$ cat src/rtl/core/ecd_pkg.sv
// ----------------------------------------------------------------------------
// Epoch-to-civil-date package
// Shared types, constants and the month start table for the epoch seconds to
// civil date unit.
// ----------------------------------------------------------------------------
package ecd_pkg;

  // Field widths
  localparam int SECS_W  = 32;
  localparam int MS_W    = 10;
  localparam int YEAR_W  = 12;
  localparam int MONTH_W = 4;
  localparam int DOM_W   = 5;
  localparam int HOUR_W  = 5;
  localparam int MIN_W   = 6;
  localparam int SEC_W   = 6;

  // Internal widths
  localparam int DAYS_W = 16;  // up to 49710 days
  localparam int SOD_W  = 17;  // seconds of the day, below 86400
  localparam int Z_W    = 20;  // day number from the March-based zero
  localparam int DOE_W  = 18;  // day of the 400-year era
  localparam int YOE_W  = 9;   // year of the era, below 400
  localparam int DOY_W  = 9;   // day of the March-based year, below 366
  localparam int SOH_W  = 12;  // seconds of the hour, below 3600
  localparam int MP_W   = 4;   // March-based month index, 0..11

  // Calendar constants
  localparam logic [31:0]      SECS_PER_DAY    = 32'd86400;
  localparam logic [SOD_W-1:0] SECS_PER_HOUR   = 17'd3600;
  localparam logic [SOH_W-1:0] SECS_PER_MIN    = 12'd60;
  localparam logic [Z_W-1:0]   EPOCH_TO_MARCH0 = 20'd719468;
  localparam logic [Z_W-1:0]   ERA4_START      = 20'd584388;  // 4 * 146097
  localparam logic [Z_W-1:0]   ERA5_START      = 20'd730485;  // 5 * 146097
  localparam logic [YEAR_W-1:0] ERA4_YEAR      = 12'd1600;
  localparam logic [YEAR_W-1:0] ERA5_YEAR      = 12'd2000;

  // Reciprocal multipliers: floor(x / d) = (x * M) >> K for the stated x range
  localparam logic [25:0] DAY_RCP  = 26'd50903317;  // /675, x < 2^25, K = 35
  localparam int          DAY_SH   = 35;
  localparam logic [16:0] Y4_RCP   = 17'd91930;     // /365, x < 2^16, K = 25
  localparam int          Y4_SH    = 25;
  localparam logic [18:0] YR_RCP   = 19'd367720;    // /365, x < 2^18, K = 27
  localparam int          YR_SH    = 27;
  localparam logic [13:0] HOUR_RCP = 14'd9321;      // /225, x < 2^13, K = 21
  localparam int          HOUR_SH  = 21;
  localparam logic [10:0] MIN_RCP  = 11'd1093;      // /15,  x < 2^10, K = 14
  localparam int          MIN_SH   = 14;

  // Century boundaries inside one era (multiples of 36524)
  localparam logic [DOE_W-1:0] CENT1   = 18'd36524;
  localparam logic [DOE_W-1:0] CENT2   = 18'd73048;
  localparam logic [DOE_W-1:0] CENT3   = 18'd109572;
  localparam logic [DOE_W-1:0] ERA_END = 18'd146096;

  // Pipeline depth between the input register and the result register
  localparam int PIPE_LAT = 6;

  typedef struct packed {
    logic [SECS_W-1:0] whole_seconds;
    logic [MS_W-1:0]   milliseconds_in;
  } in_item_t;

  typedef struct packed {
    logic [YEAR_W-1:0]  year;
    logic [MONTH_W-1:0] month;
    logic [DOM_W-1:0]   day_of_month;
    logic [HOUR_W-1:0]  hour;
    logic [MIN_W-1:0]   minute;
    logic [SEC_W-1:0]   second;
    logic [MS_W-1:0]    milliseconds_out;
  } out_item_t;

  typedef struct packed {
    logic [YEAR_W-1:0]  year;
    logic [MONTH_W-1:0] month;
    logic [DOM_W-1:0]   day_of_month;
  } date_t;

  typedef struct packed {
    logic [HOUR_W-1:0] hour;
    logic [MIN_W-1:0]  minute;
    logic [SEC_W-1:0]  second;
  } tod_t;

  // First day of each March-based month: (153 * mp + 2) / 5
  function automatic logic [DOY_W-1:0] month_start(input logic [MP_W-1:0] mp);
    logic [DOY_W-1:0] s;
    case (mp)
      4'd0:    s = 9'd0;
      4'd1:    s = 9'd31;
      4'd2:    s = 9'd61;
      4'd3:    s = 9'd92;
      4'd4:    s = 9'd122;
      4'd5:    s = 9'd153;
      4'd6:    s = 9'd184;
      4'd7:    s = 9'd214;
      4'd8:    s = 9'd245;
      4'd9:    s = 9'd275;
      4'd10:   s = 9'd306;
      4'd11:   s = 9'd337;
      default: s = 9'd0;
    endcase
    return s;
  endfunction

endpackage

$ cat src/rtl/core/epoch_seconds_to_civil_date_unit.sv
// ----------------------------------------------------------------------------
// Epoch seconds to civil date unit
// Converts seconds since 1970-01-01 00:00:00 plus a millisecond fraction into
// Gregorian date and time of day.
//
//   channel   handshake          payload
//   --------  -----------------  ----------------------------------------
//   command   start / busy       item   (whole_seconds, milliseconds_in)
//   result    done (1 cycle)     result (date, time of day, milliseconds)
//
// One item is taken in every cycle while busy is low; each result follows its
// start through the input register, six pipeline stages and the result
// register. busy is high during reset and for the cycle after it, and low
// otherwise. Results are shown for one cycle and cannot be stalled.
// ----------------------------------------------------------------------------
module epoch_seconds_to_civil_date_unit (
  input  logic               clk,
  input  logic               rst,
  input  logic               start,
  output logic               busy,
  input  ecd_pkg::in_item_t  item,
  output logic               done,
  output ecd_pkg::out_item_t result
);

  logic                               in_valid;
  ecd_pkg::in_item_t                  in_q;
  logic [ecd_pkg::PIPE_LAT-1:0]       vld_pipe;
  logic [ecd_pkg::MS_W-1:0]           ms_pipe [ecd_pkg::PIPE_LAT];
  logic [ecd_pkg::DAYS_W-1:0]         days;
  logic [ecd_pkg::SOD_W-1:0]          sod;
  ecd_pkg::date_t                     date;
  ecd_pkg::tod_t                      tod;

  always_ff @(posedge clk) begin
    if (rst) begin
      busy     <= 1'b1;
      in_valid <= 1'b0;
      vld_pipe <= '0;
      done     <= 1'b0;
    end else begin
      busy     <= 1'b0;
      in_valid <= start & ~busy;
      vld_pipe <= {vld_pipe[ecd_pkg::PIPE_LAT-2:0], in_valid};
      done     <= vld_pipe[ecd_pkg::PIPE_LAT-1];
    end
  end

  // Payload path: load every cycle, qualified by the valid chain
  always_ff @(posedge clk) begin
    in_q       <= item;
    ms_pipe[0] <= in_q.milliseconds_in;
    for (int i = 1; i < ecd_pkg::PIPE_LAT; i++) begin
      ms_pipe[i] <= ms_pipe[i-1];
    end
  end

  ecd_day_split u_day_split (
    .clk  (clk),
    .secs (in_q.whole_seconds),
    .days (days),
    .sod  (sod)
  );

  ecd_date u_date (
    .clk  (clk),
    .days (days),
    .date (date)
  );

  ecd_tod u_tod (
    .clk (clk),
    .sod (sod),
    .tod (tod)
  );

  always_ff @(posedge clk) begin
    result.year             <= date.year;
    result.month            <= date.month;
    result.day_of_month     <= date.day_of_month;
    result.hour             <= tod.hour;
    result.minute           <= tod.minute;
    result.second           <= tod.second;
    result.milliseconds_out <= ms_pipe[ecd_pkg::PIPE_LAT-1];
  end

endmodule

$ cat src/rtl/core/ecd_day_split.sv
// ----------------------------------------------------------------------------
// Day split
// Two registered stages: whole seconds to day count by reciprocal multiply,
// then the seconds of the day as the remainder.
// ----------------------------------------------------------------------------
module ecd_day_split (
  input  logic                              clk,
  input  logic [ecd_pkg::SECS_W-1:0]        secs,
  output logic [ecd_pkg::DAYS_W-1:0]        days,
  output logic [ecd_pkg::SOD_W-1:0]         sod
);

  logic [50:0]                       day_prod;
  logic [ecd_pkg::DAYS_W-1:0]        days_s1;
  logic [ecd_pkg::SECS_W-1:0]        secs_s1;
  logic [31:0]                       day_secs;
  logic [31:0]                       sod_full;

  // 86400 = 128 * 675: shift first, then divide by 675
  assign day_prod = 51'(secs[31:7]) * 51'(ecd_pkg::DAY_RCP);

  always_ff @(posedge clk) begin
    days_s1 <= day_prod[50:ecd_pkg::DAY_SH];
    secs_s1 <= secs;
  end

  assign day_secs = 32'(days_s1) * ecd_pkg::SECS_PER_DAY;
  assign sod_full = secs_s1 - day_secs;

  always_ff @(posedge clk) begin
    days <= days_s1;
    sod  <= sod_full[ecd_pkg::SOD_W-1:0];
  end

endmodule

$ cat src/rtl/core/ecd_tod.sv
// ----------------------------------------------------------------------------
// Time of day
// Four registered stages turning the seconds of the day into hour, minute
// and second.
// ----------------------------------------------------------------------------
module ecd_tod (
  input  logic                       clk,
  input  logic [ecd_pkg::SOD_W-1:0]  sod,
  output ecd_pkg::tod_t              tod
);

  logic [26:0]                       hr_prod;
  logic [ecd_pkg::HOUR_W-1:0]        hr_t1, hr_t2, hr_t3;
  logic [ecd_pkg::SOD_W-1:0]         sod_t1;
  logic [ecd_pkg::SOD_W-1:0]         soh_full;
  logic [ecd_pkg::SOH_W-1:0]         soh_t2, soh_t3;
  logic [20:0]                       mn_prod;
  logic [ecd_pkg::MIN_W-1:0]         mn_t3;
  logic [ecd_pkg::SOH_W-1:0]         sc_full;

  // 3600 = 16 * 225
  assign hr_prod = 27'(sod[ecd_pkg::SOD_W-1:4]) * 27'(ecd_pkg::HOUR_RCP);

  always_ff @(posedge clk) begin
    hr_t1  <= hr_prod[25:ecd_pkg::HOUR_SH];
    sod_t1 <= sod;
  end

  assign soh_full = sod_t1 - (ecd_pkg::SOD_W'(hr_t1) * ecd_pkg::SECS_PER_HOUR);

  always_ff @(posedge clk) begin
    hr_t2  <= hr_t1;
    soh_t2 <= soh_full[ecd_pkg::SOH_W-1:0];
  end

  // 60 = 4 * 15
  assign mn_prod = 21'(soh_t2[ecd_pkg::SOH_W-1:2]) * 21'(ecd_pkg::MIN_RCP);

  always_ff @(posedge clk) begin
    hr_t3  <= hr_t2;
    soh_t3 <= soh_t2;
    mn_t3  <= mn_prod[19:ecd_pkg::MIN_SH];
  end

  assign sc_full = soh_t3 - (ecd_pkg::SOH_W'(mn_t3) * ecd_pkg::SECS_PER_MIN);

  always_ff @(posedge clk) begin
    tod.hour   <= hr_t3;
    tod.minute <= mn_t3;
    tod.second <= sc_full[ecd_pkg::SEC_W-1:0];
  end

endmodule

$ cat src/rtl/core/ecd_date.sv
// ----------------------------------------------------------------------------
// Civil date
// Day count to Gregorian year, month and day over four registered stages,
// with the month lookup after the last register.
// ----------------------------------------------------------------------------
module ecd_date (
  input  logic                        clk,
  input  logic [ecd_pkg::DAYS_W-1:0]  days,
  output ecd_pkg::date_t              date
);

  logic [ecd_pkg::Z_W-1:0]    z;
  logic                       era5_full;
  logic [ecd_pkg::Z_W-1:0]    doe_full;

  logic                       era5_p1, era5_p2, era5_p3, era5_p4;
  logic [ecd_pkg::DOE_W-1:0]  doe_p1, doe_p2, doe_p3;

  logic [32:0]                q4_prod;
  logic [6:0]                 q4;
  logic [2:0]                 cent;
  logic [18:0]                num_full;
  logic [ecd_pkg::DOE_W-1:0]  num_p2;

  logic [36:0]                yr_prod;
  logic [ecd_pkg::YOE_W-1:0]  yoe_p3, yoe_p4;

  logic [1:0]                 yoe_cent;
  logic [ecd_pkg::DOE_W-1:0]  year_base;
  logic [ecd_pkg::DOE_W-1:0]  doy_full;
  logic [ecd_pkg::DOY_W-1:0]  doy_p4;

  logic [ecd_pkg::MP_W-1:0]   mp;
  logic [ecd_pkg::DOY_W-1:0]  dom_full;
  logic [ecd_pkg::MONTH_W-1:0] mon;
  logic [ecd_pkg::YEAR_W-1:0] yr;

  // Stage 1: era and day of era; the day range spans only eras 4 and 5
  assign z         = ecd_pkg::Z_W'(days) + ecd_pkg::EPOCH_TO_MARCH0;
  assign era5_full = (z >= ecd_pkg::ERA5_START);
  assign doe_full  = z - (era5_full ? ecd_pkg::ERA5_START : ecd_pkg::ERA4_START);

  always_ff @(posedge clk) begin
    era5_p1 <= era5_full;
    doe_p1  <= doe_full[ecd_pkg::DOE_W-1:0];
  end

  // Stage 2: remove leap days from the day of era
  assign q4_prod = 33'(doe_p1[ecd_pkg::DOE_W-1:2]) * 33'(ecd_pkg::Y4_RCP);
  assign q4      = q4_prod[31:ecd_pkg::Y4_SH];
  assign cent    = 3'(doe_p1 >= ecd_pkg::CENT1) + 3'(doe_p1 >= ecd_pkg::CENT2) +
                   3'(doe_p1 >= ecd_pkg::CENT3) + 3'(doe_p1 >= ecd_pkg::ERA_END);
  assign num_full = 19'(doe_p1) - 19'(q4) + 19'(cent) - 19'(doe_p1 == ecd_pkg::ERA_END);

  always_ff @(posedge clk) begin
    era5_p2 <= era5_p1;
    doe_p2  <= doe_p1;
    num_p2  <= num_full[ecd_pkg::DOE_W-1:0];
  end

  // Stage 3: year of era
  assign yr_prod = 37'(num_p2) * 37'(ecd_pkg::YR_RCP);

  always_ff @(posedge clk) begin
    era5_p3 <= era5_p2;
    doe_p3  <= doe_p2;
    yoe_p3  <= yr_prod[35:ecd_pkg::YR_SH];
  end

  // Stage 4: day of the March-based year
  assign yoe_cent  = 2'(yoe_p3 >= 9'd100) + 2'(yoe_p3 >= 9'd200) + 2'(yoe_p3 >= 9'd300);
  assign year_base = ecd_pkg::DOE_W'(yoe_p3) * 18'd365 + ecd_pkg::DOE_W'(yoe_p3[8:2]) -
                     ecd_pkg::DOE_W'(yoe_cent);
  assign doy_full  = doe_p3 - year_base;

  always_ff @(posedge clk) begin
    era5_p4 <= era5_p3;
    yoe_p4  <= yoe_p3;
    doy_p4  <= doy_full[ecd_pkg::DOY_W-1:0];
  end

  // Month lookup: last month whose first day is not past doy
  always_comb begin
    mp = '0;
    for (int i = 1; i < 12; i++) begin
      if (doy_p4 >= ecd_pkg::month_start(ecd_pkg::MP_W'(i))) begin
        mp = ecd_pkg::MP_W'(i);
      end
    end
  end

  assign dom_full = doy_p4 - ecd_pkg::month_start(mp) + 9'd1;
  assign mon      = (mp < 4'd10) ? (mp + 4'd3) : (mp - 4'd9);
  assign yr       = ecd_pkg::YEAR_W'(yoe_p4) +
                    (era5_p4 ? ecd_pkg::ERA5_YEAR : ecd_pkg::ERA4_YEAR) +
                    ecd_pkg::YEAR_W'(mon <= 4'd2);

  assign date.year         = yr;
  assign date.month        = mon;
  assign date.day_of_month = dom_full[ecd_pkg::DOM_W-1:0];

endmodule

$ cat config.mk
export PLATFORM = sky130hd
export DESIGN_NAME = epoch_seconds_to_civil_date_unit
export DESIGN_NICKNAME = d
export VERILOG_FILES = /design/src/rtl/core/ecd_pkg.sv /design/src/rtl/core/epoch_seconds_to_civil_date_unit.sv /design/src/rtl/core/ecd_day_split.sv /design/src/rtl/core/ecd_tod.sv /design/src/rtl/core/ecd_date.sv
export SDC_FILE = /design/constraint.sdc
export NUM_CORES = 2
export LEC_CHECK = 0
export ABC_AREA = 0
export BUFFER_PORTS_ARGS = -buffer_cell sky130_fd_sc_hd__buf_2
export CAP_MARGIN = 25
export CORE_MARGIN = 1
export CORE_UTILIZATION = 30
export DETAILED_ROUTE_END_ITERATION = 6
export SYNTH_ARGS = -nofsm -noshare
export SYNTH_HDL_FRONTEND = slang
export SYNTH_HIERARCHICAL = 1
export SYNTH_SLANG_ARGS = --single-unit
$ cat constraint.sdc
create_clock -name clk -period 11.3 [get_ports clk]
set_input_delay 1.13 -clock clk [delete_from_list [all_inputs] [get_ports clk]]
set_output_delay 1.13 -clock clk [all_outputs]
set_load 0.01 [all_outputs]
==> results.md <==
* Cell Area, Synth at 36100 sq um
* # fillers at 12.1k
* Combinational family with the most area after synthesis: adder cells
* Placed instance count at 5109
* Area fraction in compound gates after synthesis at 6.52%
* Final core occ at 33.8%
* Post-synthesis mux area share at 0%
* Synth async-reset ratio at 0%
* Fmax at 111 MHz
* CP startpoint kind: register
* Cell with the most instances after synthesis: inv_1
* Setup CP Type: register to register
* Cells after Synth at 3414
* Synth unique cells at 77
* Total CTS buffers at 47
* Number of flops mapped to enable cells by yosys at 0
* Starting Density at 30.4%
* Post-synth top area share at 30.1%
* Worst skew pair latency at 0.62 ns
* Worst slew pin tran at 0.799 ns
* CP bufs+invs at 8
* Layout area overhead at 11.1%
* Slew margin rel. at 46.6%
* HPWL after DPL at 59200 um
* Minimum clock period at 9.05 ns
* Hold WC Path Type: register to register
* Final setup fails at 0
* Top-level I/O count at 95
* Chip width at 349 um
* Post-synth top area cell: ha_1
* RSZ-0062 raised after global routing: no
* Total GRT Usage at 12.2%
* Die area at 122000 sq um
* # diodes at 0
* DRT Pass-1 Iters at 4
* Final instance area at 40100 sq um
* WL/cell at 13.8 um
* # Post-CTS Setup Buffers at 0
* Drt via density at 4.25
* Slowest stage delay, CP at 0.67 ns
* Fin cells at 5193
* Vias at 22.1k
* Starting DRT DRC Count at 810
* Largest buffer count on any clock path at 3
* CP required at 11.84 ns
* # clock sinks at 378
* DR DRC count at 0
* Die Y at 349 um
* CP Capture Type: register
* Pin count of the biggest net entering global routing at 15
* Arrival time worst endpoint at 9.58 ns
* Port buffer count at 94
* FF+latch count, synth at 378
* CP Max Fanout at 12
* Resize count post-CTS at 0
* Layout Skew at 0.0319 ns
* CP max-delay cell: dfxtp_1
* Sequential-to-total area share from yosys stat at 20.9%
* Clk slew on worst S/H paths at 0.06 ns
* Status: finished, final reports clean
* Layout cell share with drive strength beyond 1 at 5.76%
* Synth Area in XOR/XNOR at 3.78%
* Post-layout nets at 4925
* Syn_area_per_cell at 10.6 sq um
* Adder-cell area share of the yosys netlist at 55.2%
* Max-capacitance violation count at 0
* CORE AREA at 119000 sq um
* First-pass GRT wire length at 120000 um
* Final antenna-violating net count at 0
* Setup TNS at 0 ns
* Top cell by count, worst path: fa_1
* Commonest cells post-synth: inv_1, ha_1, fa_1, dfxtp_1, xnor2_1
* H-tree levels at 2
* WL final at 71400 um
* Yosys warning count at 6
* CP delay by family, top: adder cells
* FP Rows at 126
* DP Area at 38600 sq um
* Main flop type after synthesis: dfxtp_1
* Final worst path period share at 80.1%
* Final hold vios at 0
* Hold_buf cts at 0
* Gp weighted congestion at 0.883
* Initial antenna violation count at 0
* Synth Area in Simple Gates at 4.22%
* Largest cells by area after synthesis: ha_1, fa_1, dfxtp_1
* CTS tree: built
* Vias in the first global route at 23.7k
* Final number of max-transition violations at 0
* Syn Nets at 4781
* Total congestion overflow at 0
* Root Buffer Master: clkbuf_16
[final timing paths]
kind	to	cells after the start	slack, ns	start
setup / recovery	u_date/num_p2[16]	35	2.25	u_date/doe_p1[5]
hold / removal	u_tod/soh_t2[2]	0	0.32	u_tod/sod_t1[2]
setup reg to reg	u_date/num_p2[16]	35	2.25	u_date/doe_p1[5]
hold reg to reg	u_tod/soh_t2[2]	0	0.32	u_tod/sod_t1[2]
[worst register-to-register path: cells and delay by family (launching register included)]
family	cells	cell delay, ns
xor gates and xnor gates	2	0.40
DFF	1	0.67
AOI/OAI and AO/OA	11	2.19
adders and majority gates	11	4.65
buffers and inverters	8	0.69
and+or+nand+nor	3	0.38
[registers in the layout, summed over array words and instances (netlist names), 6 cells and up]
signal               count
vld_pipe                 6
u_date/doe_p1           18
u_tod/mn_t3              6
u_date/doy_p4            9
u_date/num_p2           18
in_q                    42
u_tod/sod_t1            12
u_date/yoe_p3            9
u_date/doe_p2            9
u_tod/soh_t2            12
u_tod/tod               17
u_date/yoe_p4            9
u_day_split/days        16
u_date/doe_p3            9
u_day_split/days_s1     16
result                  48
u_tod/soh_t3             6
u_day_split/secs_s1     17
ms_pipe                 60
u_day_split/sod         17
[cells in the final DEF, fill, tap and decap left out, drive strengths merged, types with 28 or more instances in the layout]
| cell | count |
|---|---|
| a21o | 39 |
| a21oi | 107 |
| buf | 102 |
| clkbuf | 59 |
| dfxtp | 378 |
| fa | 452 |
| ha | 870 |
| inv | 901 |
| nand2 | 83 |
| nand3 | 30 |
| nor2 | 76 |
| nor2b | 28 |
| o21ai | 68 |
| xnor2 | 113 |
| xor2 | 43 |
[metal layers]
metal  vias up  share of wire, %  global-route usage [%]
met5         -                 0                       0
met4         0               2.3                    3.29
met3        86               3.7                    1.93
met2       280                47                    20.8
met1     10589                47                    16.0
li1      11115                 -                       -
[stage by stage]
stage | hold slack [ns] | setup slack, ns
floorplan | 0.310 | 3.22
global placement | 0.310 | 2.32
detailed placement | 0.312 | 2.33
CTS | 0.319 | 2.28
global route | 0.327 | 1.69
finish | 0.318 | 2.25
[cell families after synthesis]
| family | after synthesis |
|---|---|
| AOI/OAI and AO/OA | 348 |
| buffers and inverters | 900 |
| xor gates and xnor gates | 156 |
| and+or+nand+nor | 310 |
| DFF | 378 |
| adders and majority gates | 1322 |
[final cells by class]
class                      count  area, sq um  share of cell area (%)
multi-input combinational   2136        25200                    62.7
sequential                   378         7570                    18.8
inverter                     893         3350                    8.35
tap                         1600         2000                    4.99
clock buffer                  59         1240                    3.09
timing repair buffer         102          531                    1.32
clock inverter                25          269                   0.670
Power is not shown: default switching activity piles up to over one toggle a cycle in this logic, so the estimate is an artifact.
